--- src/hdl/c3er_pkg.sv ---
// shared constants, types and helpers of the 3x3 replicate-border convolution core
`timescale 1ns / 1ps
package c3er_pkg;

    // geometry limits
    localparam int MAX_WIDTH  = 1024;
    localparam int MAX_HEIGHT = 1024;
    localparam int COEF_BITS  = 16;
    localparam int FRAC_BITS  = COEF_BITS - 2;

    // fixed field widths
    localparam int PIX_BITS       = 8;
    localparam int DIM_BITS       = 11;
    localparam int COEF_REG_BITS  = 48;
    localparam int CFG_INDEX_BITS = 3;

    // derived widths
    localparam int COL_BITS    = $clog2(MAX_WIDTH);
    localparam int ROW_BITS    = $clog2(MAX_HEIGHT + 2);
    localparam int CMP_BITS    = DIM_BITS + 2;
    localparam int LINE_BITS   = 2 * PIX_BITS;
    localparam int WIN_DIM     = 3;
    localparam int PROD_BITS   = PIX_BITS + 1 + COEF_BITS;
    localparam int ROWSUM_BITS = PROD_BITS + 2;
    localparam int TOTAL_BITS  = PROD_BITS + 4;
    localparam int SAT_BITS    = TOTAL_BITS - FRAC_BITS;

    // command queue
    localparam int QUEUE_DEPTH = 4;
    localparam int QPTR_BITS   = $clog2(QUEUE_DEPTH);
    localparam int QCNT_BITS   = $clog2(QUEUE_DEPTH + 1);

    // rounding and saturation
    localparam logic [TOTAL_BITS-1:0] ROUND_HALF = TOTAL_BITS'(1) << (FRAC_BITS - 1);
    localparam logic [PIX_BITS-1:0]   PIX_MAX    = PIX_BITS'((1 << PIX_BITS) - 1);

    // input operation codes
    localparam logic OP_FLUSH = 1'b1;

    // configuration register indexes
    localparam logic [CFG_INDEX_BITS-1:0] REG_FRAME_WIDTH  = CFG_INDEX_BITS'(0);
    localparam logic [CFG_INDEX_BITS-1:0] REG_FRAME_HEIGHT = CFG_INDEX_BITS'(1);
    localparam logic [CFG_INDEX_BITS-1:0] REG_COEF_TOP     = CFG_INDEX_BITS'(2);
    localparam logic [CFG_INDEX_BITS-1:0] REG_COEF_MIDDLE  = CFG_INDEX_BITS'(3);
    localparam logic [CFG_INDEX_BITS-1:0] REG_COEF_BOTTOM  = CFG_INDEX_BITS'(4);

    // register reset values
    localparam logic [DIM_BITS-1:0]      FRAME_WIDTH_RST  = DIM_BITS'(1024);
    localparam logic [DIM_BITS-1:0]      FRAME_HEIGHT_RST = DIM_BITS'(1024);
    localparam logic [COEF_REG_BITS-1:0] COEF_EDGE_RST    = '0;
    localparam logic [COEF_REG_BITS-1:0] COEF_MIDDLE_RST  = COEF_REG_BITS'(64'h4000_0000);

    // one classified word from the front end
    typedef struct packed {
        logic [COL_BITS-1:0] col;
        logic [PIX_BITS-1:0] pixel;
        logic                store_only;
        logic                take;
        logic                top_is_mid;
        logic                bot_is_mid;
        logic                rep_shift;
        logic                emit;
        logic                first_col;
        logic                eof;
    } t_cmd;

    // window, [row][col], row 0 on top, col 0 on the left
    typedef logic [WIN_DIM-1:0][WIN_DIM-1:0][PIX_BITS-1:0] t_win;

    // coefficient rows, row 0 on top
    typedef logic [WIN_DIM-1:0][COEF_REG_BITS-1:0] t_coef_rows;

    // zero acts as one, above the limit acts as the limit
    function automatic logic [DIM_BITS-1:0] eff_dim(input logic [DIM_BITS-1:0] v,
                                                   input logic [DIM_BITS-1:0] maxv);
        logic [DIM_BITS-1:0] res;
        if (v == '0) begin
            res = DIM_BITS'(1);
        end else if (v > maxv) begin
            res = maxv;
        end else begin
            res = v;
        end
        return res;
    endfunction

endpackage

--- src/hdl/c3er_fifo.sv ---
// short command queue between front end and back end
`timescale 1ns / 1ps
module c3er_fifo (
    input  logic                           i_clk,
    input  logic                           i_rst_n,
    input  logic                           i_push,
    input  c3er_pkg::t_cmd                 i_cmd,
    input  logic                           i_pop,
    output c3er_pkg::t_cmd                 o_head,
    output logic                           o_empty,
    output logic                           o_full,
    output logic [c3er_pkg::QCNT_BITS-1:0] o_count
);

    c3er_pkg::t_cmd                 r_mem [c3er_pkg::QUEUE_DEPTH];
    logic [c3er_pkg::QPTR_BITS-1:0] r_wr_ptr;
    logic [c3er_pkg::QPTR_BITS-1:0] r_rd_ptr;
    logic [c3er_pkg::QCNT_BITS-1:0] r_count;
    logic [c3er_pkg::QCNT_BITS-1:0] n_count;

    always_comb begin
        o_head  = r_mem[r_rd_ptr];
        o_empty = (r_count == '0);
        o_full  = (r_count == c3er_pkg::QCNT_BITS'(c3er_pkg::QUEUE_DEPTH));
        o_count = r_count;
        n_count = r_count;
        if (i_push && !i_pop) begin
            n_count = r_count + c3er_pkg::QCNT_BITS'(1);
        end else if (!i_push && i_pop) begin
            n_count = r_count - c3er_pkg::QCNT_BITS'(1);
        end
    end

    always_ff @(posedge i_clk) begin
        if (i_push) begin
            r_mem[r_wr_ptr] <= i_cmd;
        end
    end

    always_ff @(posedge i_clk) begin
        if (!i_rst_n) begin
            r_wr_ptr <= '0;
            r_rd_ptr <= '0;
            r_count  <= '0;
        end else begin
            if (i_push) begin
                r_wr_ptr <= r_wr_ptr + c3er_pkg::QPTR_BITS'(1);
            end
            if (i_pop) begin
                r_rd_ptr <= r_rd_ptr + c3er_pkg::QPTR_BITS'(1);
            end
            r_count <= n_count;
        end
    end

    // fill level never exceeds the depth
    a_count_bound: assert property (@(posedge i_clk) disable iff (!i_rst_n)
        r_count <= c3er_pkg::QCNT_BITS'(c3er_pkg::QUEUE_DEPTH))
        else $error("queue fill level beyond depth");

endmodule

--- config.mk ---
export PLATFORM = sky130hd
export DESIGN_NAME = c3er_fifo
export DESIGN_NICKNAME = d
export VERILOG_FILES = /design/src/hdl/c3er_pkg.sv /design/src/hdl/c3er_fifo.sv
export SDC_FILE = /design/constraint.sdc
export NUM_CORES = 1
export LEC_CHECK = 0
export CAP_MARGIN = 10
export CELL_PAD_IN_SITES_DETAIL_PLACEMENT = 1
export CELL_PAD_IN_SITES_GLOBAL_PLACEMENT = 1
export CORE_MARGIN = 5
export CORE_UTILIZATION = 50
export DETAILED_ROUTE_END_ITERATION = 8
export DONT_BUFFER_PORTS = 1
export GPL_TIMING_DRIVEN = 0
export PLACE_DENSITY = 0.77
export SETUP_SLACK_MARGIN = 0.3
export SYNTH_ARGS = -nofsm -noshare
export SYNTH_HDL_FRONTEND = slang
export SYNTH_SLANG_ARGS = --single-unit
--- constraint.sdc ---
create_clock -name i_clk -period 1.9 [get_ports i_clk]
set_input_delay 0.38 -clock i_clk [delete_from_list [all_inputs] [get_ports i_clk]]
set_output_delay 0.38 -clock i_clk [all_outputs]
set_load 0.005 [all_outputs]
# Word-level counts from Yosys, hierarchy flattened
# Memory sizes are Yosys's and may differ from the RTL's. A register that Yosys moved wholly into a read port is not among the register bits.
# Cells that the tools add are included.
# W data, S select, Z words.
[word_totals]
word_cells = 21
n_memories = 1
out_inout_bits = 31
in_bits = 30
ff_bits = 7
ram_bits = 104
[classes]
eq_ne = 1
add_sub_neg = 4
mux = 6
reduce_logical = 6
[mem_list]
columns = ["name", "depth", "width", "read_ports", "rd_clocked_by_memory_dff", "wr", "line", "text"]
rows = [
  ["r_mem", 4, 26, 1, 1, 1, "c3er_fifo.sv:15", "c3er_pkg::t_cmd r_mem [c3er_pkg::QUEUE_DEPTH];"],
]
[op_table]
columns = ["cell", "count"]
rows = [
  ["$mux W3", 2],
  ["$add A2 B1 Y2 const B", 2],
  ["$mux W2", 2],
  ["$add A3 B1 Y3 const B", 1],
  ["$eq A3 B3 Y1 const B", 1],
  ["$logic_not A3 Y1", 1],
  ["$sub A3 B1 Y3 const B", 1],
  ["$logic_and A1 B1 Y1", 2],
  ["$logic_not A1 Y1", 2],
  ["$mux W1", 2],
  ["$reduce_bool A2 Y1", 1],
]

# Depth between registers and ports, before layout
[logic_depth]
ltp_word = 4
ltp_mapped = 7
mapped_depth_nobuf = 7

# Worst setup path before layout
# OpenSTA, ideal clock, no wires.
[synth_timing]
path_type = "input -> register"
start = "input i_pop"
end = "register r_count (netlist bit o_count[2])"
arrival_ps = 1562
path_buffers = 0
setup_slack_ps = 262
required_ps = 1824
setup_ps = 76
cell_stages = 7
cell_sequence = "inv_1 > ha_1 > inv_1 > fa_1 > xor2_1 > or3_1 > a21boi_0"
[synth_between]
elab_chain_len = 3
word_cells_on_any_way = 5
classes_between = "1 x mux; 4 x reduce/logical"
[synth_rtl]
columns = ["item", "line", "text"]
rows = [
  ["start: declaration", "c3er_fifo.sv:8", "input logic i_pop,"],
  ["$logic_not A1 Y1", "c3er_fifo.sv:27", "if (i_push && !i_pop) begin"],
  ["$logic_and A1 B1 Y1", "c3er_fifo.sv:27", ""],
  ["$mux W3 / $reduce_bool A2 Y1 (equally long branches)", "n/a", ""],
  ["end signal: assignment", "c3er_fifo.sv:52", "r_count <= n_count;"],
  ["end: declaration", "c3er_fifo.sv:18", "logic [c3er_pkg::QCNT_BITS-1:0] r_count;"],
]
# Parallel ways exist; a longest one is shown, timed or not.
# A chain may end at the register's enable or synchronous reset.

==> summary.md <==
| Metric | Value |
|---|---|
| Final hold violations | `0` |
| Initial antenna violation count | `0` |
| Fillers | `671` |
| Top_reg_cell synth | `edfxtp_1` |
| All-Layer GR Usage | `0.173` |
| Hold WC Path Type | `in2reg` |
| Pre-antenna DRT Iters | `4` |
| Fin crit period | `2.07 ns` |
| CTS Buf Count | `17` |
| Reg2reg start | `o_count[0]$_SDFFE_PN0P_` |
| Clock tree buffer depth | `2` |
| Fin crit share | `1.09` |
| Share of cells above drive strength 1 | `0.313` |
| Largest net degree at the start of global routing | `27` |
| Worst Tran Pin Value | `0.424 ns` |
| Drt via density | `5.52` |
| Die height | `102 microns` |
| Post-synth EDFFs | `104` |
| GPL Wtd Cong | `0.665` |
| Number of DRC markers in iteration 0 | `87` |
| Die area | `0.0104 sq mm` |
| Post-Layout Cell Count | `351` |
| Design area | `0.00540 sq mm` |
| First-pass GRT wire length | `12600 microns` |
| Final Core Density | `0.653` |
| Reg2Reg Depth | `4` |
| Clock sinks | `113` |
| HPWL after detailed placement | `4830 microns` |
| Number of port buffers | `0` |
| # DRC | `0` |
| Routed WL | `8570 microns` |
| Cell Count Post-Placement | `284` |
| ANT cells | `0` |
| Via Count | `1936` |
| Synth Net Count | `215` |
| Synthesis Warnings | `0` |
| Clk_lat worst skew | `0.50 ns` |
| Max Cap Viol | `0` |
| Worst setup path endpoint | `o_head[5]` |
| Status | `finished with violations` |
| # rows | `33` |
| Crit. End Element | `output port` |
| Synth Area per Inst | `23.7 sq um` |
| Skew final | `0.00908 ns` |
| Req. time, crit path | `1.52 ns` |
| R2R Path End | `o_count[2]$_SDFFE_PN0P_` |
| CP startpoint kind | `flip-flop` |
| Unique masters post-synth | `22` |
| Core box area | `0.00826 sq mm` |
| Final worst slack | `-0.167 ns` |
| Synthesized instance count | `179` |
| GRT overflow | `0` |
| Total placed instance area | `0.00438 sq mm` |
| RSZ-0062 raised after global routing | `yes` |
| Drt wl/cell | `24.4 microns` |
| Final setup violation count | `26` |
| Peak supply drop | `650 uV` |
| Initial Util | `0.514` |
| Slew margin rel. | `0.717` |
| Vias in the first global route | `2185` |
| Die width | `102 microns` |
| Violated checks | `setup timing` |
| Power Density | `1220 mW/mm^2` |
| Crit Path Max Fanout | `5` |
| Worst EP arrival | `1.69 ns` |
| P_leak | `0.00182 uW` |
| Fmax | `484 MHz` |
| WHS | `0.0270 ns` |
| Boundary Pins | `61` |
| P&R area growth vs syn | `27.2%` |
| WS Path Type | `reg2out` |
| R2R Setup Slk | `0.41 ns` |
| Seq/Total Area, Yosys | `0.779` |
| Post-Place Worst Slack | `-0.203 ns` |
| Number of synthesized register bits | `113` |
| Post-route antenna net violation count | `0` |
| Root buffer cell | `clkbuf_8` |
| Net count, final | `269` |
| Netlist Area Pre-Place | `0.00424 sq mm` |
| Asr flop ratio synth | `0` |
| CTS H-Tree Depth | `4` |
| CTS tree | `yes` |
| Max-slew violation count | `0` |
| Clock Pin Slew Worst Setup and Hold Paths | `0.06 ns` |
## repair_timing
item / CTS / global route
cloned: 0 / 3
setup buffers: 4 / 0
hold buffers: 27 / 1
resized for setup: 19 / 9
endpoints found under the hold margin: 110 / 1
endpoints found under the setup margin: 131 / 53
## through the flow
step | total power (uW) | setup TNS, ns
2_1_floorplan | 3260 | 0
3_3_place_gp | 3340 | -4.46
3_5_place_dp | 3380 | -17.55
4_1_cts | 6610 | -4.11
5_1_grt | 6840 | -5.07
6_report | 6610 | -3.44
## logic make-up after synthesis
family,Yosys count,share of synthesized area
flops,113,0.779
mux,28,0.148
simple gates,15,0.0215
buf+inv,10,0.0192
fa+ha+maj,6,0.0195
xor+xnor,5,0.0103
compound gates,2,0.00295
## synth_stat cells, types with 2 or more instances
cell type,n,area [sq um]
and2_1,9,56.3
buf_12,2,40.0
buf_2,2,10.0
dfxtp_1,9,180
edfxtp_1,104,3120
ha_1,5,62.6
inv_1,4,15.0
mux2i_1,2,20.0
mux4_1,6,158
mux4_2,20,450
nor2b_1,2,12.5
xnor2_1,2,17.5
xor2_1,3,26.3
## worst min-delay path by stage
| stage | from | end | cells after the start |
|---|---|---|---|
| floorplan | i_cmd[0] | r_mem[0][0]$_DFFE_PP_ | 0 |
| global route | i_rst_n | o_count[1]$_SDFFE_PN0P_ | 1 |
| global placement | i_cmd[10] | r_mem[0][10]$_DFFE_PP_ | 0 |
| CTS | i_rst_n | o_count[1]$_SDFFE_PN0P_ | 1 |
| finish | i_rst_n | r_wr_ptr[1]$_SDFFE_PN0P_ | 1 |
| detailed placement | i_cmd[7] | r_mem[3][7]$_DFFE_PP_ | 0 |
## registers in the layout, summed over array words and instances, names as in the netlist, named ones only
| signal | cells |
|---|---|
| r_rd_ptr | 2 |
| r_wr_ptr | 2 |
| r_mem | 104 |
| o_count | 3 |
## placed cells by master (no fill, tap or decap), types with 2 or more instances in the layout
cell / netlist / final
and2_1: 9 / 5
and2_4: 0 / 4
buf_12: 2 / 4
buf_6: 1 / 4
bufinv_16: 0 / 4
clkbuf_16: 0 / 19
clkinv_1: 0 / 4
clkinv_2: 0 / 6
dfxtp_1: 9 / 7
dlygate4sd3_1: 0 / 28
edfxtp_1: 104 / 104
ha_1: 5 / 4
inv_1: 4 / 4
mux2i_1: 2 / 2
mux4_2: 20 / 26
nor2b_1: 2 / 2
xnor2_1: 2 / 2
xor2_1: 3 / 3
## per-layer routing
metal,GRT usage,wire (microns),vias to the layer above
met1,0.196,3420,1033
li1,-,-,841
met2,0.300,4740,58
met5,0,0,-
met4,0.0535,50,0
met3,0.0703,358,4
## report_power, final
group          leakage [uW]  internal [uW]  switching, uW
logic              0.000500            299            253
clock network      0.000291           2090           1040
registers           0.00103           2860           62.4
total               0.00182           5250           1360
## critical path, cell delays in order (launching register included)
cell and delay [ns]:
dfxtp_4 0.37, buf_12 0.13, clkbuf_16 0.15, mux4_2 0.52
## layout make-up
| class | count | area [sq um] | area share |
|---|---|---|---|
| Multi-Input combinational cell | 56 | 861 | 0.160 |
| Clock inverter | 15 | 173 | 0.0320 |
| Tap cell | 105 | 131 | 0.0244 |
| Inverter | 4 | 15.0 | 0.00278 |
| Buffer | 6 | 87.6 | 0.0162 |
| Sequential cell | 113 | 3310 | 0.613 |
| Clock buffer | 17 | 414 | 0.0768 |
| Timing Repair Buffer | 35 | 405 | 0.0751 |
(Power assumes the default switching activity.)
