$ cat config.mk
export PLATFORM = sky130hd
export DESIGN_NAME = c3er_mac
export DESIGN_NICKNAME = d
export VERILOG_FILES = /design/src/hdl/c3er_pkg.sv /design/src/hdl/c3er_mac.sv
export SDC_FILE = /design/constraint.sdc
export NUM_CORES = 2
export LEC_CHECK = 0
export BUFFER_PORTS_ARGS = -buffer_cell sky130_fd_sc_hd__buf_2
export CELL_PAD_IN_SITES_DETAIL_PLACEMENT = 1
export CELL_PAD_IN_SITES_GLOBAL_PLACEMENT = 1
export CORE_ASPECT_RATIO = 0.5
export CORE_MARGIN = 2
export CORE_UTILIZATION = 50
export CTS_BUF_LIST = sky130_fd_sc_hd__clkbuf_4 sky130_fd_sc_hd__clkbuf_8 sky130_fd_sc_hd__clkbuf_16
export DETAILED_ROUTE_END_ITERATION = 7
export GPL_TIMING_DRIVEN = 0
export PLACE_DENSITY = 0.92
export SLEW_MARGIN = 0
export SYNTH_ARGS = -nofsm -noshare
export SYNTH_HDL_FRONTEND = slang
export SYNTH_SLANG_ARGS = --single-unit
$ cat constraint.sdc
create_clock -name i_clk -period 7.7 [get_ports i_clk]
set_clock_uncertainty 0.2 [all_clocks]
set_input_delay 0 -clock i_clk [delete_from_list [all_inputs] [get_ports i_clk]]
set_output_delay 0 -clock i_clk [all_outputs]
set_load 0.01 [all_outputs]
$ cat src/hdl/c3er_pkg.sv
// shared constants, types and helpers of the 3x3 replicate-border convolution core
`timescale 1ns / 1ps
package c3er_pkg;

    // geometry limits
    localparam int MAX_WIDTH  = 1024;
    localparam int MAX_HEIGHT = 1024;
    localparam int COEF_BITS  = 16;
    localparam int FRAC_BITS  = COEF_BITS - 2;

    // fixed field widths
    localparam int PIX_BITS       = 8;
    localparam int DIM_BITS       = 11;
    localparam int COEF_REG_BITS  = 48;
    localparam int CFG_INDEX_BITS = 3;

    // derived widths
    localparam int COL_BITS    = $clog2(MAX_WIDTH);
    localparam int ROW_BITS    = $clog2(MAX_HEIGHT + 2);
    localparam int CMP_BITS    = DIM_BITS + 2;
    localparam int LINE_BITS   = 2 * PIX_BITS;
    localparam int WIN_DIM     = 3;
    localparam int PROD_BITS   = PIX_BITS + 1 + COEF_BITS;
    localparam int ROWSUM_BITS = PROD_BITS + 2;
    localparam int TOTAL_BITS  = PROD_BITS + 4;
    localparam int SAT_BITS    = TOTAL_BITS - FRAC_BITS;

    // command queue
    localparam int QUEUE_DEPTH = 4;
    localparam int QPTR_BITS   = $clog2(QUEUE_DEPTH);
    localparam int QCNT_BITS   = $clog2(QUEUE_DEPTH + 1);

    // rounding and saturation
    localparam logic [TOTAL_BITS-1:0] ROUND_HALF = TOTAL_BITS'(1) << (FRAC_BITS - 1);
    localparam logic [PIX_BITS-1:0]   PIX_MAX    = PIX_BITS'((1 << PIX_BITS) - 1);

    // input operation codes
    localparam logic OP_FLUSH = 1'b1;

    // configuration register indexes
    localparam logic [CFG_INDEX_BITS-1:0] REG_FRAME_WIDTH  = CFG_INDEX_BITS'(0);
    localparam logic [CFG_INDEX_BITS-1:0] REG_FRAME_HEIGHT = CFG_INDEX_BITS'(1);
    localparam logic [CFG_INDEX_BITS-1:0] REG_COEF_TOP     = CFG_INDEX_BITS'(2);
    localparam logic [CFG_INDEX_BITS-1:0] REG_COEF_MIDDLE  = CFG_INDEX_BITS'(3);
    localparam logic [CFG_INDEX_BITS-1:0] REG_COEF_BOTTOM  = CFG_INDEX_BITS'(4);

    // register reset values
    localparam logic [DIM_BITS-1:0]      FRAME_WIDTH_RST  = DIM_BITS'(1024);
    localparam logic [DIM_BITS-1:0]      FRAME_HEIGHT_RST = DIM_BITS'(1024);
    localparam logic [COEF_REG_BITS-1:0] COEF_EDGE_RST    = '0;
    localparam logic [COEF_REG_BITS-1:0] COEF_MIDDLE_RST  = COEF_REG_BITS'(64'h4000_0000);

    // one classified word from the front end
    typedef struct packed {
        logic [COL_BITS-1:0] col;
        logic [PIX_BITS-1:0] pixel;
        logic                store_only;
        logic                take;
        logic                top_is_mid;
        logic                bot_is_mid;
        logic                rep_shift;
        logic                emit;
        logic                first_col;
        logic                eof;
    } t_cmd;

    // window, [row][col], row 0 on top, col 0 on the left
    typedef logic [WIN_DIM-1:0][WIN_DIM-1:0][PIX_BITS-1:0] t_win;

    // coefficient rows, row 0 on top
    typedef logic [WIN_DIM-1:0][COEF_REG_BITS-1:0] t_coef_rows;

    // zero acts as one, above the limit acts as the limit
    function automatic logic [DIM_BITS-1:0] eff_dim(input logic [DIM_BITS-1:0] v,
                                                   input logic [DIM_BITS-1:0] maxv);
        logic [DIM_BITS-1:0] res;
        if (v == '0) begin
            res = DIM_BITS'(1);
        end else if (v > maxv) begin
            res = maxv;
        end else begin
            res = v;
        end
        return res;
    endfunction

endpackage

$ cat src/hdl/c3er_mac.sv
// nine products, adder tree, rounding, saturation and output register
`timescale 1ns / 1ps
module c3er_mac (
    input  logic                          i_clk,
    input  logic                          i_rst_n,
    input  logic                          i_adv,
    input  logic                          i_valid,
    input  c3er_pkg::t_win                i_pix,
    input  logic                          i_eof,
    input  c3er_pkg::t_coef_rows          i_coef,
    output logic                          o_valid,
    output logic [c3er_pkg::PIX_BITS-1:0] o_pixel_out,
    output logic                          o_eof
);

    logic signed [c3er_pkg::PROD_BITS-1:0]   r_prod [c3er_pkg::WIN_DIM][c3er_pkg::WIN_DIM];
    logic signed [c3er_pkg::ROWSUM_BITS-1:0] r_row_sum [c3er_pkg::WIN_DIM];
    logic signed [c3er_pkg::TOTAL_BITS-1:0]  r_total;
    logic                                    r_s3_valid;
    logic                                    r_s4_valid;
    logic                                    r_s5_valid;
    logic                                    r_s3_eof;
    logic                                    r_s4_eof;
    logic                                    r_s5_eof;
    logic                                    r_out_valid;
    logic [c3er_pkg::PIX_BITS-1:0]           r_out_pixel;
    logic                                    r_out_eof;

    logic                                    w_pos;
    logic [c3er_pkg::TOTAL_BITS-1:0]         w_rounded;
    logic [c3er_pkg::SAT_BITS-1:0]           w_shifted;
    logic [c3er_pkg::PIX_BITS-1:0]           w_pix;

    always_comb begin
        w_pos     = !r_total[c3er_pkg::TOTAL_BITS-1] && (r_total != '0);
        w_rounded = $unsigned(r_total) + c3er_pkg::ROUND_HALF;
        w_shifted = w_rounded[c3er_pkg::TOTAL_BITS-1:c3er_pkg::FRAC_BITS];
        if (!w_pos) begin
            w_pix = '0;
        end else if (w_shifted > c3er_pkg::SAT_BITS'(c3er_pkg::PIX_MAX)) begin
            w_pix = c3er_pkg::PIX_MAX;
        end else begin
            w_pix = w_shifted[c3er_pkg::PIX_BITS-1:0];
        end
        o_valid     = r_out_valid;
        o_pixel_out = r_out_pixel;
        o_eof       = r_out_eof;
    end

    always_ff @(posedge i_clk) begin
        if (i_adv) begin
            for (int rr = 0; rr < c3er_pkg::WIN_DIM; rr++) begin
                for (int kk = 0; kk < c3er_pkg::WIN_DIM; kk++) begin
                    r_prod[rr][kk] <= $signed({1'b0, i_pix[rr][kk]})
                        * $signed(i_coef[rr][kk*c3er_pkg::COEF_BITS +: c3er_pkg::COEF_BITS]);
                end
                r_row_sum[rr] <= c3er_pkg::ROWSUM_BITS'(r_prod[rr][0])
                               + c3er_pkg::ROWSUM_BITS'(r_prod[rr][1])
                               + c3er_pkg::ROWSUM_BITS'(r_prod[rr][2]);
            end
            r_total     <= c3er_pkg::TOTAL_BITS'(r_row_sum[0])
                         + c3er_pkg::TOTAL_BITS'(r_row_sum[1])
                         + c3er_pkg::TOTAL_BITS'(r_row_sum[2]);
            r_out_pixel <= w_pix;
            r_s3_eof    <= i_eof;
            r_s4_eof    <= r_s3_eof;
            r_s5_eof    <= r_s4_eof;
            r_out_eof   <= r_s5_eof;
        end
    end

    always_ff @(posedge i_clk) begin
        if (!i_rst_n) begin
            r_s3_valid  <= 1'b0;
            r_s4_valid  <= 1'b0;
            r_s5_valid  <= 1'b0;
            r_out_valid <= 1'b0;
        end else if (i_adv) begin
            r_s3_valid  <= i_valid;
            r_s4_valid  <= r_s3_valid;
            r_s5_valid  <= r_s4_valid;
            r_out_valid <= r_s5_valid;
        end
    end

endmodule

Word-level counts from Yosys, hierarchy flattened

Memory sizes are Yosys's and may differ from the RTL's.
Cells that the tools add are included.

$add $sub $neg: 9
Multiply operators: 9
Magnitude comparators: 1
Muxes and demuxes: 3
Reductions and logical operators: 3

Operators by type and width:

| kind                                                                   | count |
|---|---|
| 9-bit by 16-bit multiplier with 25-bit output                          | 9 |
| 26-bit by 25-bit adder with 27-bit output                              | 3 |
| 25-bit by 25-bit adder with 26-bit output                              | 3 |
| 28-bit by 27-bit adder with 29-bit output                              | 1 |
| 29-bit by 14-bit adder with 29-bit output (second input constant)      | 1 |
| 29-bit nonzero test                                                    | 1 |
| 27-bit by 27-bit adder with 28-bit output                              | 1 |
| 15-bit by 8-bit > comparator with 1-bit output (second input constant) | 1 |
| 8-bit two-way mux                                                      | 1 |
| 1-bit two-way mux                                                      | 2 |
| 1-bit logical AND                                                      | 1 |
| 1-bit zero test                                                        | 1 |

Flip-flop bits (word level): 45
Memory bits (writable): 306
Bits of input ports: 221
Word-level logic and storage cells: 37
Memories: 2

Memories:

| name      | words | bits a word | rd ports | clocked after memory_dff | write ports | RTL line       | RTL |
|---|---|---|---|---|---|---|---|
| r_prod    | 3     | 75          | 3        | 0                        | 3           | c3er_mac.sv:16 | `logic signed [c3er_pkg::PROD_BITS-1:0] r_prod [c3er_pkg::WIN_DIM][c3er_pkg::WIN_DIM];` |
| r_row_sum | 3     | 27          | 3        | 0                        | 3           | c3er_mac.sv:17 | `logic signed [c3er_pkg::ROWSUM_BITS-1:0] r_row_sum [c3er_pkg::WIN_DIM];` |

Logic depth before layout (Yosys ltp)

Depth in word-level cells: 3
Gate-level depth with buffers: 21
Mapped depth without buffers: 19

Worst setup path after synthesis

No wires, ideal clock.

Path type: input to register
From: input i_pix[32] (netlist bit)
To: memory r_prod[1][47] (netlist bit) (data pin)
Setup time: 0.258 ns
Data arrival time: 4.297 ns
Required time: 7.242 ns
Setup slack: 2.945 ns
Stages on the path: 18
Path buffers: 1
Path through: clkbuf_1 -> nand2_1 -> fa_1 -> inv_1 -> fa_1 -> fa_1 -> inv_1 -> fa_1 -> inv_1 -> ha_1 -> a2111oi_4 -> o21ai_2 -> nand2_2 -> a21oi_2 -> or4_1 -> a31o_1 -> a21oi_2 -> xnor2_1

RTL lines:

| what        | RTL line       | RTL |
|---|---|---|
| from (decl) | c3er_mac.sv:8  | `input c3er_pkg::t_win i_pix,` |
| to (decl)   | c3er_mac.sv:16 |  |

==> results_tabular.tex <==
\begin{tabular}{lr}
\hline
Metric & Value \\
\hline
\multicolumn{2}{l}{\textbf{Drt}} \\
First drt pass iteration count & 6 \\
First DRT Iteration DRCs & about 3600 \\
Count of vias placed by the detailed router & 47010 \\
Average vias per placed instance & 5.882 \\
Number of DRC violations after detailed routing & 0 \\
Average wire per standard cell & 25.14 um \\
Final WL & about 200 mm \\
Residual antenna-violating net count after detailed routing & 0 \\
\multicolumn{2}{l}{\textbf{Clock tree}} \\
Clock transition at path regs & 90 ps \\
Clock insertion delay at the later pin of the skew report & 590 ps \\
\# resized after CTS & 0 \\
Clock tree from TritonCTS & done \\
Clk Tree Root Cell & sky130\_fd\_sc\_hd\_\_clkbuf\_16 \\
Inserted Clock Buffers & 37 \\
Sink Count & 351 \\
Htree depth & 2 \\
Largest buffer count on any clock path & 3 \\
\multicolumn{2}{l}{\textbf{Yosys}} \\
Top cells by area in the synthesized netlist & sky130\_fd\_sc\_hd\_\_fa\_1 (35\%), sky130\_fd\_sc\_hd\_\_edfxtp\_1 (18\%), sky130\_fd\_sc\_hd\_\_ha\_1 (12\%), sky130\_fd\_sc\_hd\_\_inv\_1 (8.9\%), sky130\_fd\_sc\_hd\_\_and2\_1 (7.0\%) \\
Top FF cell, synth & sky130\_fd\_sc\_hd\_\_edfxtp\_1 \\
Library cell with the largest summed area after synthesis & sky130\_fd\_sc\_hd\_\_fa\_1 \\
Share of the synthesized area in the top cell type & 34.74\% \\
Netlist area before placement & 0.05901 mm\^{}2 \\
Count of cell types in the netlist & 81 \\
Mean post-synth cell area & roughly 10 um\^{}2 \\
Share of synthesized flip-flops with an asynchronous set or reset & 0\% \\
Number of flops mapped to enable cells by yosys & 347 \\
Yosys warnings & 0 \\
Number of flip-flops and latches in the synthesized netlist & between 300 and 400 \\
Post-synthesis sequential area ratio & 17.79\% \\
Cells after synthesis & between 6000 and 7000 \\
Syn nets & 7830 \\
\multicolumn{2}{l}{\textbf{Global routing}} \\
Combined global-route utilization of all metal layers & between 30\% and 40\% \\
Vias in the first global route & around 54000 \\
Maximum number of pins on one net before global-route repair & 130 \\
Antenna violations before repair & 19 \\
Overflow after GRT & 0 \\
Met3 track utilization from global routing & 6.883\% \\
Peak-usage layer in the global routing report & met2 \\
Global-route met2 utilization & 59.88\% \\
First-pass GRT wire length & 313.4 mm \\
GR met1 Demand/Resource & 37.66\% \\
\multicolumn{2}{l}{\textbf{Critical path}} \\
WP data arrival & 6160 ps \\
CP top delay family & adder cells \\
Startpoint Class & primary input \\
Cell repeated most along the worst path & sky130\_fd\_sc\_hd\_\_fa\_1 \\
Endpoint kind of the worst setup timing path & flip-flop \\
Required time worst endpoint & 7850 ps \\
Maximum cell stage delay along the critical path & 630 ps \\
WP buf/inv & 6 \\
Crit-path cells & dlygate4sd3\_1, buf\_2, clkbuf\_1, nand2\_1, fa\_1, inv\_1, fa\_1, fa\_1, inv\_1, fa\_1, inv\_1, ha\_1, a21o\_1, a21oi\_1, o21ai\_1, a2111oi\_0, nor3\_1, a21oi\_1, a31o\_2, xnor2\_1 \\
Standard cell with the maximum stage delay on the critical path & sky130\_fd\_sc\_hd\_\_nor3\_1 \\
Largest fanout of any net on the critical path & 10 \\
Kind of critical path & in -> reg \\
\multicolumn{2}{l}{\textbf{Placement}} \\
Dpl ws & 1686 ps \\
IO buf count & 221 \\
Final weighted congestion of routability-driven global placement & roughly 0.90 \\
Post-Place Cells & 7848 \\
DP HPWL & between 150 and 200 mm \\
\multicolumn{2}{l}{\textbf{Finish}} \\
Share of cells above drive strength 1 & 4.902\% \\
End-of-flow core utilization & 54.52\% \\
Highest-count cells in the layout ignoring fill and taps & sky130\_fd\_sc\_hd\_\_inv\_1 (1399), sky130\_fd\_sc\_hd\_\_fa\_1 (1024), sky130\_fd\_sc\_hd\_\_and2\_1 (657) \\
Area growth, synth to finish & 8.551\% \\
Most common cell after layout, fill and taps aside & sky130\_fd\_sc\_hd\_\_inv\_1 \\
Number of nets in the finished design & 8155 \\
Final std cells w/o fill & around 8000 \\
\multicolumn{2}{l}{\textbf{Die}} \\
Initial standard-cell utilization of the core & 50.23\% \\
Die width & 489.8 um \\
Placeable Area & 0.1175 mm\^{}2 \\
Site row count & 89 \\
I/O pin total & 231 \\
Height of the die & 246.9 um \\
Die area & 0.1210 mm\^{}2 \\
\multicolumn{2}{l}{\textbf{Timing}} \\
Worst slew slack as a fraction of its limit & 32.91\% \\
Setup repair after global routing missed its margin & no \\
Achievable clock frequency & $\sim$170 MHz \\
Crit share post-route & 78.02\% \\
Setup violation total in the final timing report & 0 \\
Fin crit period & 6007 ps \\
Smallest setup slack after layout & 1693 ps \\
Final Hold Viols & 0 \\
Transition time at the pin with the least slew margin & 993.4 ps \\
Final total negative setup slack & 0 ps \\
Number of max-slew violations in the final report & 0 \\
\multicolumn{2}{l}{\textbf{Min path}} \\
Hold crit path type & in -> reg \\
\multicolumn{2}{l}{\textbf{Flow run}} \\
Max cap viols & 0 \\
\multicolumn{2}{l}{\textbf{Run status}} \\
Status & complete, no violations \\
\hline
\end{tabular}
[cells by family after synthesis]
kind of cell	synth area share [%]
simple gates	13.96
xor+xnor	4.349
compound gates	7.678
mux	0.1696
flops	17.79
fa+ha+maj	46.47
buf+inv	9.586
[Yosys cell counts (all sizes together), types with 10 or more instances]
cell and count:
ha 553, nor4 13, o31ai 12, and2 658, inv 1399, clkbuf 108
nand4 25, o21ai 116, a211oi 15, fa 1024, nor2 100, o21a 26
a31oi 20, nand2 601, nor3 35, nand2b 29, mux2i 10, and3 21
edfxtp 347, a21oi 234, xor2 84, o21bai 41, o211ai 14, nor2b 27
xnor2 209, nand3 58, a2111oi 13, a21o 127
[final timing paths]
kind,slack [ps],from,end,cells after the start
setup / recovery,1690,i_pix[8],r_prod[0][48],20
hold / removal,40,i_rst_n,r_s5_valid,3
setup reg to reg,3120,r_prod[0][26],r_row_sum[0][21],12
hold reg to reg,220,r_s4_eof,r_s5_eof,0
[layout make-up]
type	count	area [um^2]
fill	13230	53430
multi-input combinational	4174	42850
sequential	351	10500
inverter	1399	5251
tap	1592	1992
timing repair buffer	286	1819
clock buffer	46	1028
buffer	108	405.4
clock inverter	21	166.4
antenna	16	40.04
[metrics by stage]
step | hold WS, ps | area (um^2)
floorplan | -101.1 | 59010
global placement | -23.55 | 62110
detailed placement | -20.88 | 62200
CTS | 3.750 | 64020
global route | 39.82 | 64030
finish | 44.23 | 64060
[what timing repair did]
action | CTS | global route
hold buffers | 62 | 0
hold endpoints to repair | 164 | 0
setup buffers | 0 | 0
[routing by layer]
| metal | routed length (um) | share of wire [%] |
|---|---|---|
| met1 | 69580 | 35 |
| met3 | 15640 | 7.8 |
| met5 | 57 | 0.028 |
| met2 | 101900 | 51 |
| met4 | 13780 | 6.9 |
[flip-flops by register name (all words and copies together) (netlist names)]
| name | cells |
|---|---|
| r_prod | 225 |
| r_s3_valid | 1 |
| o_pixel_out | 8 |
| r_s5_eof | 1 |
| r_total | 29 |
| r_s5_valid | 1 |
| r_s4_valid | 1 |
| r_s3_eof | 1 |
| r_row_sum | 81 |
| o_eof | 1 |
| o_valid | 1 |
| r_s4_eof | 1 |
[worst register-to-register path, cell delays in order (launching register included)]
cell and delay, ps:
sky130_fd_sc_hd__edfxtp_1 500, sky130_fd_sc_hd__fa_1 600, sky130_fd_sc_hd__ha_1 220, sky130_fd_sc_hd__inv_1 90, sky130_fd_sc_hd__fa_1 480, sky130_fd_sc_hd__nor2b_1 230, sky130_fd_sc_hd__o21ai_1 170, sky130_fd_sc_hd__a21boi_1 360
sky130_fd_sc_hd__o41ai_4 150, sky130_fd_sc_hd__o21ai_2 250, sky130_fd_sc_hd__and4_1 300, sky130_fd_sc_hd__a31oi_1 170, sky130_fd_sc_hd__xnor2_1 550
Power is left out: the tool's default activity adds up to more than one toggle a clock period on the data nets, which glitch-free logic cannot reach.
