**src/hdl/c3er_pkg.sv**
```systemverilog
// shared constants, types and helpers of the 3x3 replicate-border convolution core
`timescale 1ns / 1ps
package c3er_pkg;

    // geometry limits
    localparam int MAX_WIDTH  = 1024;
    localparam int MAX_HEIGHT = 1024;
    localparam int COEF_BITS  = 16;
    localparam int FRAC_BITS  = COEF_BITS - 2;

    // fixed field widths
    localparam int PIX_BITS       = 8;
    localparam int DIM_BITS       = 11;
    localparam int COEF_REG_BITS  = 48;
    localparam int CFG_INDEX_BITS = 3;

    // derived widths
    localparam int COL_BITS    = $clog2(MAX_WIDTH);
    localparam int ROW_BITS    = $clog2(MAX_HEIGHT + 2);
    localparam int CMP_BITS    = DIM_BITS + 2;
    localparam int LINE_BITS   = 2 * PIX_BITS;
    localparam int WIN_DIM     = 3;
    localparam int PROD_BITS   = PIX_BITS + 1 + COEF_BITS;
    localparam int ROWSUM_BITS = PROD_BITS + 2;
    localparam int TOTAL_BITS  = PROD_BITS + 4;
    localparam int SAT_BITS    = TOTAL_BITS - FRAC_BITS;

    // command queue
    localparam int QUEUE_DEPTH = 4;
    localparam int QPTR_BITS   = $clog2(QUEUE_DEPTH);
    localparam int QCNT_BITS   = $clog2(QUEUE_DEPTH + 1);

    // rounding and saturation
    localparam logic [TOTAL_BITS-1:0] ROUND_HALF = TOTAL_BITS'(1) << (FRAC_BITS - 1);
    localparam logic [PIX_BITS-1:0]   PIX_MAX    = PIX_BITS'((1 << PIX_BITS) - 1);

    // input operation codes
    localparam logic OP_FLUSH = 1'b1;

    // configuration register indexes
    localparam logic [CFG_INDEX_BITS-1:0] REG_FRAME_WIDTH  = CFG_INDEX_BITS'(0);
    localparam logic [CFG_INDEX_BITS-1:0] REG_FRAME_HEIGHT = CFG_INDEX_BITS'(1);
    localparam logic [CFG_INDEX_BITS-1:0] REG_COEF_TOP     = CFG_INDEX_BITS'(2);
    localparam logic [CFG_INDEX_BITS-1:0] REG_COEF_MIDDLE  = CFG_INDEX_BITS'(3);
    localparam logic [CFG_INDEX_BITS-1:0] REG_COEF_BOTTOM  = CFG_INDEX_BITS'(4);

    // register reset values
    localparam logic [DIM_BITS-1:0]      FRAME_WIDTH_RST  = DIM_BITS'(1024);
    localparam logic [DIM_BITS-1:0]      FRAME_HEIGHT_RST = DIM_BITS'(1024);
    localparam logic [COEF_REG_BITS-1:0] COEF_EDGE_RST    = '0;
    localparam logic [COEF_REG_BITS-1:0] COEF_MIDDLE_RST  = COEF_REG_BITS'(64'h4000_0000);

    // one classified word from the front end
    typedef struct packed {
        logic [COL_BITS-1:0] col;
        logic [PIX_BITS-1:0] pixel;
        logic                store_only;
        logic                take;
        logic                top_is_mid;
        logic                bot_is_mid;
        logic                rep_shift;
        logic                emit;
        logic                first_col;
        logic                eof;
    } t_cmd;

    // window, [row][col], row 0 on top, col 0 on the left
    typedef logic [WIN_DIM-1:0][WIN_DIM-1:0][PIX_BITS-1:0] t_win;

    // coefficient rows, row 0 on top
    typedef logic [WIN_DIM-1:0][COEF_REG_BITS-1:0] t_coef_rows;

    // zero acts as one, above the limit acts as the limit
    function automatic logic [DIM_BITS-1:0] eff_dim(input logic [DIM_BITS-1:0] v,
                                                   input logic [DIM_BITS-1:0] maxv);
        logic [DIM_BITS-1:0] res;
        if (v == '0) begin
            res = DIM_BITS'(1);
        end else if (v > maxv) begin
            res = maxv;
        end else begin
            res = v;
        end
        return res;
    endfunction

endpackage

```
**src/hdl/c3er_front.sv**
```systemverilog
// front end: raster counters and classification of incoming words
`timescale 1ns / 1ps
module c3er_front (
    input  logic                          i_clk,
    input  logic                          i_rst_n,
    input  logic                          i_clear,
    input  logic [c3er_pkg::DIM_BITS-1:0] i_width,
    input  logic [c3er_pkg::DIM_BITS-1:0] i_height,
    input  logic                          i_in_valid,
    input  logic                          i_op,
    input  logic [c3er_pkg::PIX_BITS-1:0] i_pixel_in,
    input  logic                          i_full,
    output logic                          o_in_stall,
    output logic                          o_push,
    output c3er_pkg::t_cmd                o_cmd
);

    logic [c3er_pkg::COL_BITS-1:0] r_col;
    logic [c3er_pkg::ROW_BITS-1:0] r_row;
    logic [c3er_pkg::COL_BITS-1:0] n_col;
    logic [c3er_pkg::ROW_BITS-1:0] n_row;

    logic [c3er_pkg::CMP_BITS-1:0] w_row_x;
    logic [c3er_pkg::CMP_BITS-1:0] w_h_x;
    logic [c3er_pkg::CMP_BITS-1:0] w_col_inc;
    logic                          w_drain;
    logic                          w_past_end;
    logic                          w_col0;
    logic                          w_row0;
    logic                          w_ignore;
    logic                          w_accept;

    always_comb begin
        w_row_x    = c3er_pkg::CMP_BITS'(r_row);
        w_h_x      = c3er_pkg::CMP_BITS'(i_height);
        w_col_inc  = c3er_pkg::CMP_BITS'(r_col) + c3er_pkg::CMP_BITS'(1);
        w_drain    = w_row_x >= w_h_x;
        w_past_end = w_row_x > w_h_x;
        w_col0     = (r_col == '0);
        w_row0     = (r_row == '0);
        // flush while pixels are still expected does nothing
        w_ignore   = !w_drain && (i_op == c3er_pkg::OP_FLUSH);
        o_in_stall = i_full;
        w_accept   = i_in_valid && !i_full;
        o_push     = w_accept && !w_ignore;

        o_cmd.col        = r_col;
        o_cmd.pixel      = i_pixel_in;
        o_cmd.store_only = w_row0;
        o_cmd.take       = !w_row0 && !w_past_end;
        o_cmd.top_is_mid = (r_row == c3er_pkg::ROW_BITS'(1));
        o_cmd.bot_is_mid = w_drain;
        o_cmd.rep_shift  = w_col0 && (w_row_x >= c3er_pkg::CMP_BITS'(2));
        o_cmd.emit       = w_col0 ? (w_row_x >= c3er_pkg::CMP_BITS'(2)) : !w_row0;
        o_cmd.first_col  = (r_col == c3er_pkg::COL_BITS'(1))
                           || (w_col0 && (i_width == c3er_pkg::DIM_BITS'(1)));
        o_cmd.eof        = w_col0 && w_past_end;

        // next raster position
        if (w_past_end) begin
            n_col = '0;
            n_row = '0;
        end else if (w_col_inc >= c3er_pkg::CMP_BITS'(i_width)) begin
            n_col = '0;
            n_row = r_row + c3er_pkg::ROW_BITS'(1);
        end else begin
            n_col = w_col_inc[c3er_pkg::COL_BITS-1:0];
            n_row = r_row;
        end
    end

    always_ff @(posedge i_clk) begin
        if (!i_rst_n) begin
            r_col <= '0;
            r_row <= '0;
        end else if (i_clear) begin
            r_col <= '0;
            r_row <= '0;
        end else if (o_push) begin
            r_col <= n_col;
            r_row <= n_row;
        end
    end

    // column stays inside the row, row at most one past the last drain row
    a_col_in_row: assert property (@(posedge i_clk) disable iff (!i_rst_n)
        c3er_pkg::CMP_BITS'(r_col) < c3er_pkg::CMP_BITS'(i_width))
        else $error("input column beyond frame width");

    a_row_bound: assert property (@(posedge i_clk) disable iff (!i_rst_n)
        w_row_x <= w_h_x + c3er_pkg::CMP_BITS'(1))
        else $error("input row beyond drain row");

endmodule

```
**config.mk**
```make
export PLATFORM = sky130hd
export DESIGN_NAME = c3er_front
export DESIGN_NICKNAME = d
export VERILOG_FILES = /design/src/hdl/c3er_pkg.sv /design/src/hdl/c3er_front.sv
export SDC_FILE = /design/constraint.sdc
export NUM_CORES = 1
export LEC_CHECK = 0
export CORE_MARGIN = 3
export CORE_UTILIZATION = 49
export CTS_CLUSTER_SIZE = 16
export DETAILED_ROUTE_END_ITERATION = 6
export DONT_BUFFER_PORTS = 1
export GPL_TIMING_DRIVEN = 0
export PLACE_DENSITY_LB_ADDON = 0.2
export RECOVER_POWER = 100
export SYNTH_ARGS = -nofsm -noshare
export SYNTH_HDL_FRONTEND = slang
export SYNTH_SLANG_ARGS = --single-unit
```
**constraint.sdc**
```tcl
create_clock -name i_clk -period 2.66 [get_ports i_clk]
set_input_delay 0.133 -clock i_clk [delete_from_list [all_inputs] [get_ports i_clk]]
set_output_delay 0.133 -clock i_clk [all_outputs]
set_load 0.01 [all_outputs]
```
== Word-level counts from Yosys, hierarchy flattened ==
Index checks and enable logic that the tools add are counted.
Operators by class
  muxes and demuxes: 5
  add/subtract/negate cells: 2
  reduce and logical (&&, ||, !) cells: 18
  bitwise operators: 1
  magnitude comparators: 4
  equal/unequal tests: 3
Operator list (number)
  == test 11 x 1 -> 1 bit (second input constant): 2
  greater-or-equal comparator 11 bit: 2
  two-way mux 11 bit: 2
  two-way mux 10 bit: 2
  adder 10 x 1 -> 11 bit (second input constant): 1
  adder 11 x 1 -> 11 bit (second input constant): 1
  greater-or-equal comparator 11 x 2 -> 1 bit (second input constant): 1
  greater-than comparator 11 bit: 1
  zero test 11 bit: 1
  == test 10 x 1 -> 1 bit (second input constant): 1
  zero test 10 bit: 1
  logical AND 1 bit: 7
  zero test 1 bit: 5
  AND reduction 2 bit: 1
  nonzero test 2 bit: 1
  OR reduction 2 bit: 1
  logical OR 1 bit: 1
  two-way mux 1 bit: 1
  NOT 1 bit: 1
Storage, ports and cells
  input port bits: 36
  output and inout bits: 28
  flip-flop bits (word level): 21

== Depth between registers and ports, before layout ==
Gate-level depths: netlist of the first run.
  depth in word-level cells: 6
  depth in mapped cells: 15

== Worst setup path before layout of the first run ==
No wires, ideal clock.
  path kind: flip-flop to flip-flop
  start point: register r_col[0] in the netlist's numbering
  end point: register r_row[10] in the netlist's numbering
  library setup time: 117 ps
  slack: -320 ps
  stages on the path, launching flop included: 13
  arrival: 2863 ps
  clock period less this slack: 2980 ps
  path through: dfxtp_1 -> ha_1 -> nand3_1 -> nor2_1 -> nand3_1 -> xnor2_1 -> ha_1 -> nand4_1 -> o31a_1 -> clkbuf_1 -> a211oi_1 -> o21ai_1 -> a32o_1
On the way
  cells in the longest elaborated chain, start to end: 4
RTL lines
  start: declaration: line c3er_front.sv:18  | logic [c3er_pkg::COL_BITS-1:0] r_col;
  start signal: assignment: line c3er_front.sv:80  | r_col <= n_col;
  adder 10 x 1 -> 11 bit: line c3er_front.sv:36  | w_col_inc = c3er_pkg::CMP_BITS'(r_col) + c3er_pkg::CMP_BITS'(1);
  greater-or-equal comparator 11 bit: line c3er_front.sv:63  | end else if (w_col_inc >= c3er_pkg::CMP_BITS'(i_width)) begin
  nonzero test 2 bit (no line)
  AND reduction 2 bit (no line)
  end signal: assignment: line c3er_front.sv:81  | r_row <= n_row;
  end: declaration: line c3er_front.sv:19  | logic [c3er_pkg::ROW_BITS-1:0] r_row;
Every way passes these cells.
A chain may end at the register's enable or synchronous reset.

== Final worst setup path of the first run ==
  start point: register r_col[3] in the netlist's numbering
  end point: register r_row[10] in the netlist's numbering
The elaborated chain is that of the path after synthesis.

==> flow_summary.ini, run 1 <==
[timing]
grt_setup_unrepaired = yes
hold_viol = 0
post-route-min-period_ns = 2.799
setup_viol = 19
slew_headroom_pct = 61.24
worstMarginPinSlew_ns = 0.5813
whs_ns = 0.2399
layout_setup_ws_ns = -0.1391
max_freq_ghz = 0.3573
post-route-period-util_pct = 105.2
finalMaxSlewViolations = 0
skew_ns = 0.01448

[floorplan]
die_h_um = 72.33
initial_core_util_pct = 52.39
die_w_um = 72.33
io-pin-count = 64
dieArea_um2 = 5232
num_rows = 23
core_um2 = 4115

[grt]
grt_max_degree = 14
overflow = 0
track_usage_pct = 21.62
grt_pass1_vias = 1934
grt_pass1_wl_um = 9197
antenna_found_initial = 0

[synthesis]
syn_area_um2 = 2156
syn_avg_cell_area_um2 = 7.727
yosys_warnings = 0
synth_top_cell_by_area = dfxtp_1
synthCells = 279
synthDistinctLibCells = 55
synth-main-ff-cell = dfxtp_1
synth_top_area_share_pct = 19.50
synth_area_leaders = dfxtp_1, ha_1, nand2_1, inv_1, buf_4
syn_nets = 344
async_flop_share_pct = 0
ys_ff_latch = 21
ys_seq_area_share_pct = 19.50
synth_edf_count = 0

[route]
num_vias = 2068
final_antenna_net_count = 0
avgViaCountPerCell = 5.960
routed_wl_um = 5642
drc = 0
avgRoutedWirePerCell_um = 16.26
drt_iter0_drc = 165
first_pass_iters = 4

[clock_network]
clockBufferDepth = 2
cts_tree = built
clkLatencyLatePin_ns = 0.28
clkTransAtPathRegs_ns = 0.09
cts_buffers = 3
h-tree-depth = 1
root_buffer = clkbuf_8
cts_hold_buffers = 0
clock_sinks = 21

[worst_hold_path]
hold_path.class = primary input to flop

[power]
p_per_area_nw_per_um2 = 239.0
p_leak_nw = 1.048
combPwrFrac_pct = 12.8
p_switching_mw = 0.1788
peakVddDrop_v = 0.0001658
swShare_pct = 28.64
p_seq_share_pct = 50.1
p_int_mw = 0.4454
power.share.clock_pct = 37.1

[setup_path]
worstPathMaxFanout = 5
cp.required_ns = 2.84
path_cells = clkbuf_8 -> nand2_2 -> or2_4 -> inv_2 -> nand3_2 -> xor2_2 -> inv_1 -> ha_1 -> nand4_1 -> o31a_1 -> buf_12 -> a211oi_4 -> o21ai_1 -> a32o_1
startpoint_type = flop
criticalPathCategory = flop to flop
worstSetupEndpointType = flop
worstPathArrival_ns = 2.98
crit_path_top_delay_cell = o31a_1
cpPeakStageDelay_ns = 0.38

[final_layout]
diodes = 0
areaGrowthSynthToFinish_pct = 21.13
drive_above_1_share_pct = 26.26
layout.nets = 363
final_cells = 347

[placement]
dp_hpwl_um = 4005
dpl.cell_count = 329
io_buffers = 0
place.gp.congestion = 0.8218
pre_cts_ws_ns = -0.3694

[flow_run]
drv_cap = 0

[outcome]
status = finished with violations
failed_checks = setup timing
## power groups by stage
stage | clock (mW) | combinational, mW | sequential, mW
floorplan | 0 | 0.0659 | 0.321
global placement | 0 | 0.0790 | 0.321
finish | 0.232 | 0.0796 | 0.313
detailed placement | 0 | 0.0794 | 0.321
CTS | 0.234 | 0.0824 | 0.313
global route | 0.242 | 0.0900 | 0.313
## registers in the layout, indices dropped and copies added, names as in the netlist
register	count
r_col	10
r_row	11
## cells in the final DEF (no fill, tap or decap), types with 3 or more instances in the layout
cell type / synthesis / layout
dfxtp_4: 0 / 3
inv_1: 27 / 26
buf_6: 1 / 3
xnor2_1: 4 / 3
a21oi_1: 17 / 12
buf_4: 12 / 16
o21ai_1: 8 / 12
a32o_1: 7 / 7
dfxtp_1: 21 / 15
nor2_1: 14 / 11
nor4_1: 6 / 5
nand2_1: 32 / 31
and2_1: 3 / 3
nand2b_1: 4 / 3
ha_1: 29 / 28
nor3b_1: 4 / 3
nand3_1: 13 / 9
dfxtp_2: 0 / 3
and3_1: 4 / 4
o21ai_0: 8 / 4
a21oi_2: 1 / 6
clkbuf_8: 0 / 5
nor3_1: 5 / 5
clkbuf_1: 8 / 13
nand4_1: 4 / 4
## logic make-up after synthesis
kind of cell	share of synthesized area, %
AND/OR/NAND/NOR	23.68
AO/OA/AOI/OAI	25.07
buffers and inverters	11.20
adder cells (fa/ha/maj)	16.83
flip-flops	19.50
XOR/XNOR	3.250
multiplexers	0.4643
## metal layers
metal | part of all wire, % | wire length [um] | up-vias | GRT usage, %
li1 | - | - | 1035 | -
met1 | 44 | 2489 | 932 | 32.24
met2 | 46 | 2596 | 94 | 33.16
met3 | 8.8 | 499 | 7 | 2.216
met4 | 1.0 | 57 | 0 | 5.219
met5 | 0 | 0 | - | 0
## worst paths after layout
path	endpoint	cells past startpoint	start	slack, ns
worst max-delay path	r_row[10]	14	r_col[3]	-0.14
worst min-delay path	r_row[10]	2	i_clear	0.24
worst max register to register	r_row[10]	14	r_col[3]	-0.14
worst min register to register	r_row[0]	2	r_row[0]	0.56
## critical path: cells and delay by family (launching register included)
kind / cells / cell delay [ns]
buf+inv: 4 / 0.42
simple gates: 4 / 0.58
xor+xnor: 1 / 0.20
compound gates: 4 / 0.88
fa+ha+maj: 1 / 0.27
flops: 1 / 0.37
## cell usage after synthesis (3+ instances only)
library cell and number:
and3_1 4, nand2_1 32, nor3_1 5, inv_1 27, a211oi_1 3, xor2_1 4, and2_1 3, nand2b_1 4
clkbuf_1 8, a21oi_1 17, nor4_1 6, nor3b_1 4, o21ai_0 8, buf_4 12, nand3_1 13, a32o_1 7
xnor2_1 4, dfxtp_1 21, ha_1 29, nor2_1 14, o22ai_1 3, nand4_1 4, o21ai_1 8
## per-stage QoR
stage / util [%] / total power, mW / setup TNS (ns) / area [um^2]
2_1_floorplan: - / 0.3867 / 0 / 2223
3_3_place_gp: 55.55 / 0.4000 / -5.592 / 2286
6_report: 63.45 / 0.6241 / -1.229 / 2611
3_5_place_dp: 55.55 / 0.4005 / -5.897 / 2286
4_1_cts: 62.91 / 0.6295 / -0.7129 / 2589
5_1_grt: 63.45 / 0.6455 / -4.530 / 2611
## repair_timing
item,CTS,global route
gates cloned,1,0
resized for setup,26,17
buffers inserted,15,1
pin swaps,22,7
endpoints found under the setup margin,21,21
## final cells by class
cell class                 count  area [um^2]
multi-input combinational    208         1704
clock buffer                   3        41.29
sequential                    21        435.4
timing repair buffer          16        140.1
fill                         364         1504
buffer                        20        115.1
tap                           50        62.56
inverter                      28        105.1
clock inverter                 1        7.507
Note: power is estimated with default switching activity, not from simulation.
==> run 2: changes to the inputs <==
- CORE_MARGIN: 3 -> 10
- RECOVER_POWER: 100 -> default
==> flow_summary.ini, run 2 (synthesis gave the netlist of run 1 again) <==
[placement]
place.gp.congestion = 0.8435
io_buffers = 0
placed_area_um2 = 2288
pre_cts_ws_ns = -0.3959
dp_hpwl_um = 4506

[timing]
slew_headroom_pct = 60.24
worstMarginPinSlew_ns = 0.5964
post-route-period-util_pct = 103.5
finalMaxSlewViolations = 0
setup_viol = 17
post-route-min-period_ns = 2.754
max_freq_ghz = 0.3631
layout_setup_ws_ns = -0.09389
skew_ns = 0.01280
whs_ns = 0.2289
hold_viol = 0
grt_setup_unrepaired = yes

[setup_path]
r2r_cells = 12
rrSetupSlack_ns = -0.09
r2r_end = r_col[3]
startpoint_type = flop
cp_num_buf_inv = 1
cp.required_ns = 2.83
worstPathMaxFanout = 7
worstSetupEndpointType = flop
worstPathArrival_ns = 2.93
crit_path_top_delay_cell = dfxtp_4
cp_top_family = compound AO/OA/AOI/OAI gates
cpPeakStageDelay_ns = 0.44
worstReg2RegStart = r_col[2]
criticalPathCategory = flop to flop
path_cells = nand3_4 -> or2_4 -> nor2_1 -> xor2_1 -> ha_1 -> nand2_1 -> o21a_2 -> o31ai_4 -> a211oi_4 -> nand2_4 -> buf_4 -> o41ai_2

[route]
first_pass_iters = 4
drt_iter0_drc = 172
avgViaCountPerCell = 5.989
drc = 0
routed_wl_um = 6322
avgRoutedWirePerCell_um = 17.61
num_vias = 2150
final_antenna_net_count = 0

[final_layout]
diodes = 0
largest_register_ffs = 11
top_register = r_row
areaGrowthSynthToFinish_pct = 28.15
final_common_cell = buf_4
drive_above_1_share_pct = 33.88
top_regs = r_row x11, r_col x10
design_area_um2 = 2763
final_core_util_pct = 64.34
most-common-layout-cells = buf_4, nand2_1, ha_1
layout.nets = 373

[clock_network]
clock_sinks = 21
clockBufferDepth = 2
cts_tree = built
clkLatencyLatePin_ns = 0.28
cts_buffers = 3
clkTransAtPathRegs_ns = 0.09
cts_hold_buffers = 0
h-tree-depth = 1
root_buffer = clkbuf_8

[power]
power.share.clock_pct = 36.4
power_mw = 0.6388
swShare_pct = 28.94
p_int_mw = 0.4540
p_seq_share_pct = 48.7
p_per_area_nw_per_um2 = 231.2
p_switching_mw = 0.1849
peakVddDrop_v = 0.0001882
combPwrFrac_pct = 14.9
p_leak_nw = 1.167

[grt]
grt_max_degree = 14
met1_usage_pct = 19.66
grt_use_met2_pct = 24.70
grt_pass1_vias = 1963
grtUsageMet3_pct = 5.159
top_usage_layer = met2
overflow = 0
grt_pass1_wl_um = 9715
antenna_found_initial = 0
track_usage_pct = 15.56

[worst_hold_path]
whs_path_depth = 2
hold_path.class = primary input to flop
min_from = i_clear
min_to = r_row[10]

[floorplan]
initial_core_util_pct = 50.20
core_um2 = 4294
dieArea_um2 = 7453
num_rows = 24
io-pin-count = 64
die_w_um = 86.33
die_h_um = 86.33

[outcome]
status = finished with violations
failed_checks = setup timing

[flow_run]
drv_cap = 0
[run 2: cell count changes in the layout (fill, tap and decap cells not counted), sizes merged]
cell	change
buf	+18
clkbuf	-9
o31a	+1
[run 2: power groups by stage]
stage                     logic [mW]  registers, mW  clock network (mW)
after floorplan               0.0659          0.321                   0
after global placement        0.0798          0.321                   0
after detailed placement      0.0814          0.321                   0
after CTS                     0.0889          0.311               0.231
after global routing           0.106          0.311               0.242
final                         0.0953          0.311               0.233
[run 2: how the worst max path moves through the flow]
stage,start,endpoint,slack [ns],cells past startpoint
final,r_col[2],r_col[3],-0.09,12
after global routing,r_col[3],r_col[3],-0.21,13
after CTS,r_col[0],r_col[4],-0.04,12
after detailed placement,r_col[1],r_col[4],-0.40,12
after global placement,r_col[1],r_col[3],-0.36,12
after floorplan,r_col[0],r_row[10],0.02,12
[run 2: worst register-to-register path, cell delays in order, from the launching register on]
cell,delay [ns]
dfxtp_4,0.44
nand3_4,0.09
or2_4,0.28
nor2_1,0.18
xor2_1,0.21
ha_1,0.28
nand2_1,0.07
o21a_2,0.20
o31ai_4,0.12
a211oi_4,0.36
nand2_4,0.09
buf_4,0.15
o41ai_2,0.18
[run 2: per-stage QoR]
step	cells	TNS (ns)
after floorplan	279	0
after global placement	331	-5.722
after detailed placement	331	-6.413
after CTS	355	-0.1187
after global routing	359	-3.148
final	359	-0.9394
[run 2: timing repair]
action / CTS / global route
cloned: 1 / 0
resized for setup: 24 / 30
setup buffers: 21 / 4
setup endpoints to repair: 21 / 21
pin swaps: 19 / 25
[run 2: area by class of cell]
class	count	area [um^2]
inverter	28	105.1
multi-input combinational	209	1748
fill	347	1531
clock inverter	1	7.507
buffer	20	148.9
clock buffer	3	41.29
timing repair buffer	25	202.7
sequential	21	444.2
tap	52	65.06
[run 2: metal layers]
layer | routed length, um | part of all wire [%]
met1 | 2678 | 42
met2 | 2960 | 47
met3 | 636 | 10
met4 | 46 | 0.73
met5 | 0 | 0
